File: config.mk
export PLATFORM = sky130hd
export DESIGN_NAME = ppse_ctrl
export DESIGN_NICKNAME = d
export VERILOG_FILES = /design/src/ppse_pkg.sv /design/src/ppse_ctrl.sv
export SDC_FILE = /design/constraint.sdc
export NUM_CORES = 1
export LEC_CHECK = 0
export BUFFER_PORTS_ARGS = -buffer_cell sky130_fd_sc_hd__clkbuf_2
export CORE_AREA = 2 2 39 41
export CTS_CLUSTER_SIZE = 12
export DETAILED_ROUTE_END_ITERATION = 6
export DIE_AREA = 0 0 41 43
export PLACE_DENSITY = 0.68
export RECOVER_POWER = 50
export SLEW_MARGIN = 10
export SYNTH_ARGS = -nofsm -noshare
export SYNTH_HDL_FRONTEND = slang
export SYNTH_SLANG_ARGS = --single-unit
File: constraint.sdc
create_clock -name clk -period 2.9 [get_ports clk]
set_input_delay 0 -clock clk [delete_from_list [all_inputs] [get_ports clk]]
set_output_delay 0 -clock clk [all_outputs]
set_load 0.02 [all_outputs]
File: src/ppse_pkg.sv
package ppse_pkg;
    localparam int DW = 32;
    localparam logic [31:0] Q_ONE = 32'h0001_0000;

    localparam logic REG_SEGMENTS     = 1'b0;
    localparam logic REG_COEFFICIENTS = 1'b1;

    localparam logic [1:0] ORDER_VALUE    = 2'd0;
    localparam logic [1:0] ORDER_VELOCITY = 2'd1;
    localparam logic [1:0] ORDER_ACCEL    = 2'd2;
    localparam logic [1:0] ORDER_NONE     = 2'd3;

    typedef enum logic [1:0] {
        KIND_BOUNDS = 2'd0,
        KIND_COEF   = 2'd1,
        KIND_EVAL   = 2'd2,
        KIND_NONE   = 2'd3
    } kind_t;

    typedef struct packed {
        logic op_start;
        logic srch_init;
        logic srch_step;
        logic coef_load;
        logic horner_init;
        logic horner_step;
        logic result_zero;
        logic result_take;
    } cmd_t;

    typedef struct packed {
        logic srch_done;
        logic order_bad;
        logic horner_last;
    } status_t;
endpackage

File: src/ppse_ctrl.sv
module ppse_ctrl
    import ppse_pkg::*;
(
    input  logic    clk,
    input  logic    rst_n,
    input  logic    in_fire,
    input  logic    is_eval,
    input  logic    out_ready,
    input  status_t status,
    output cmd_t    cmd,
    output logic    in_ready,
    output logic    out_valid
);
    typedef enum logic [3:0] {
        S_IDLE, S_CLAMP0, S_CLAMP1, S_SRCH0, S_SRCH1, S_COEF0, S_COEF1,
        S_HINIT, S_HMUL, S_HADD, S_OUT
    } state_t;
    state_t state_reg, state_next;
    logic out_valid_reg, out_valid_next;

    assign out_valid = out_valid_reg;
    assign in_ready  = (state_reg == S_IDLE) && !out_valid_reg;

    always_comb
    begin
        state_next = state_reg;
        out_valid_next = out_valid_reg;
        cmd = '0;
        if (out_valid_reg && out_ready)
        begin
            out_valid_next = 1'b0;
        end
        case (state_reg)
            S_IDLE:
            begin
                if (in_fire)
                begin
                    cmd.op_start = 1'b1;
                    if (is_eval)
                    begin
                        state_next = S_CLAMP0;
                    end
                    else
                    begin
                        cmd.result_zero = 1'b1;
                        out_valid_next = 1'b1;
                    end
                end
            end
            S_CLAMP0: state_next = S_CLAMP1;
            S_CLAMP1:
            begin
                cmd.srch_init = 1'b1;
                state_next = S_SRCH0;
            end
            S_SRCH0:
            begin
                if (status.srch_done)
                begin
                    state_next = S_COEF0;
                end
                else
                begin
                    state_next = S_SRCH1;
                end
            end
            S_SRCH1:
            begin
                cmd.srch_step = 1'b1;
                state_next = S_SRCH0;
            end
            S_COEF0:
            begin
                if (status.order_bad)
                begin
                    cmd.result_zero = 1'b1;
                    out_valid_next = 1'b1;
                    state_next = S_IDLE;
                end
                else
                begin
                    cmd.coef_load = 1'b1;
                    state_next = S_COEF1;
                end
            end
            S_COEF1:
            begin
                state_next = S_HINIT;
            end
            S_HINIT:
            begin
                cmd.horner_init = 1'b1;
                state_next = S_HMUL;
            end
            S_HMUL:
            begin
                if (status.horner_last)
                begin
                    state_next = S_OUT;
                end
                else
                begin
                    state_next = S_HADD;
                end
            end
            S_HADD:
            begin
                cmd.horner_step = 1'b1;
                state_next = S_HMUL;
            end
            S_OUT:
            begin
                cmd.result_take = 1'b1;
                out_valid_next = 1'b1;
                state_next = S_IDLE;
            end
            default: state_next = S_IDLE;
        endcase
    end

    always_ff @(posedge clk or negedge rst_n)
    begin
        if (!rst_n)
        begin
            state_reg <= S_IDLE;
            out_valid_reg <= 1'b0;
        end
        else
        begin
            state_reg <= state_next;
            out_valid_reg <= out_valid_next;
        end
    end
endmodule

==> results.cfg <==
[timing]
period_minus_slack_ns = 1.81
grt_setup_unrepaired = false
slew_viol_final = 0
relSlewSlack_pct = 57.3
hold_viol_final = 0
fin_hold_ws_ns = 0.0333
fmax_mhz = 553
layout_setup_ws_ns = 1.09
tightest_slew_ns = 0.635
skew_ns = 0.000905
finalSetupViolations = 0
setup_tns_ns = 0
period_share_pct = 62.4

[synth]
ys_seq_area_share_pct = 30.3
synth-simple-area-share_pct = 35.2
synth_top_area_cell = dfrtp_1
synth-xor-area-share_pct = 2.12
synthCells = 46
synth_ff_type = dfrtp_1
yosys_warnings = 0
synth_cell_types = 23
synth_mux_area_share_pct = 0
syn_area_um2 = 413
async_reset_ff_share_pct = 100
synthAdderAreaFrac_pct = 0
yosys-top-cells-area = dfrtp_1 30%, buf_6 8.2%, nor2_1 6.4%
syn_nets = 54
synth_top_family_by_area = simple AND/OR/NAND/NOR gates
avgSynthCellArea_um2 = 8.98
synthDominantCellAreaShare_pct = 30.3
synthMostInstantiatedCell = nor2_1
synthTopCellsByCount = 7 x nor2_1, 5 x dfrtp_1
synth-compound-area-share_pct = 19.4
synth-seq-cells = 5
synth-edff-count = 0

[final_layout]
largest_reg_flops = 4
num_antenna_cells = 0
design_area_um2 = 518
multi_input_comb_area_um2 = 219
nFillCells = 149
seq_area_um2 = 125
drive_gt1_share_pct = 33.3
area_growth_pct = 25.5
fin_cells = 82
postLayoutCoreUtil_pct = 37.4
fin_nets = 75

[setup_path]
cp-end-kind = output pin
cp-start-kind = register
crit_type = register to output pin
crit_required_ns = 2.90
crit_arrival_ns = 1.81
r2r_cells = 3
crit_fanout = 13

[drt]
drc = 0
postRouteAntennaNets = 0
viasPerCell = 4.80
totalWireLength_um = 910
post_drt_wl_per_cell_um = 11.1
drt_pass1_iterations = 4
vias = 394
drt-initial-drc-count = 4

[global_route]
track_usage_pct = 12.5
first_global_vias = 361
gr-total-overflow = 0
grt_pass1_wl_um = 1490
antenna_found_initial = 0
grt_max_degree = 14

[pwr]
p_per_area_mw_per_mm2 = 1020
ir_drop_uv = 473
total_power_mw = 0.529
power.leakage_nw = 0.250

[worst_hold_path]
hold_path_class = input port to register
whs_path_depth = 3

[floorplanning]
start_util_pct = 29.8
die_x_um = 41
ios = 18
rows = 14
die_h_um = 43
core_mm2 = 0.00138
dieArea_mm2 = 0.00176

[clocking]
h-tree-depth = 1
post_cts_resized = 0
clk_pin_slew_ns = 0.04
cts.sinks = 5
cts_tree = built
hold_buffers = 3
root_buffer = clkbuf_4
cts_setup_buffers = 0
cts_made_buffers = 3
clock_path_buffers = 2
insertion_delay_ns = 0.24

[placement]
gp_congestion = 0.772
dpl.hpwl_um = 731
dp_cells = 75
dpl-instance-area_um2 = 479
port-buffer-count = 17
place_ws_ns = 1.60

[job]
drv_cap = 0

[run_status]
run_status = finished clean
[final timing paths]
check / from / to / slack, ns
max in group asynchronous: rst_n / out_valid / 2.52
worst max-delay path: state_reg[1] / cmd[1] / 1.09
worst min-delay path: is_eval / state_reg[0] / 0.03
worst min register to register: out_valid / out_valid / 0.59
min in group asynchronous: rst_n / state_reg[1] / 0.16
worst max register to register: state_reg[1] / out_valid / 1.39
[worst max-delay path: stages (launching register included)]
cell,delay [ns]
dfrtp_1,0.48
nor4_1,0.63
a32oi_2,0.22
inv_1,0.08
clkbuf_2,0.16
[logic make-up after synthesis]
group,after synthesis
compound gates,9
simple gates,23
flops,5
buf+inv,8
xor+xnor,1
[layout make-up]
class                      instances  area share (%)
multi-input combinational         33            42.3
sequential                         5            24.2
clock buffer                       4            5.07
timing repair buffer              20            21.7
tap                               16            3.86
inverter                           4            2.90
[report_power, final]
| group | leakage [nW] | internal (mW) | switching, mW |
|---|---|---|---|
| clock | 0.0150 | 0.0518 | 0.0258 |
| combinational | 0.172 | 0.121 | 0.157 |
| sequential | 0.0638 | 0.102 | 0.0712 |
[routing by layer]
metal  track usage (%)  vias up  routed length [um]
li1                  -      204                   -
met1              17.7      178                 387
met2              17.2       12                 471
met3             0.524        0                  51
met4              9.33        0                   0
met5                 0        -                   0
[placed cells by master (no fill, tap or decap), types with 2 or more instances in the layout]
| cell type | Yosys | routed |
|---|---|---|
| and2_1 | 3 | 3 |
| clkbuf_1 | 0 | 3 |
| clkbuf_2 | 0 | 15 |
| clkbuf_4 | 0 | 3 |
| dfrtp_1 | 5 | 5 |
| dlygate4sd3_1 | 0 | 3 |
| inv_1 | 3 | 3 |
| nand2_1 | 3 | 3 |
| nand2b_1 | 3 | 3 |
| nor2_1 | 7 | 7 |
| nor3_1 | 3 | 3 |
| o22ai_1 | 2 | 2 |
Note: power is estimated with default switching activity, not from simulation.
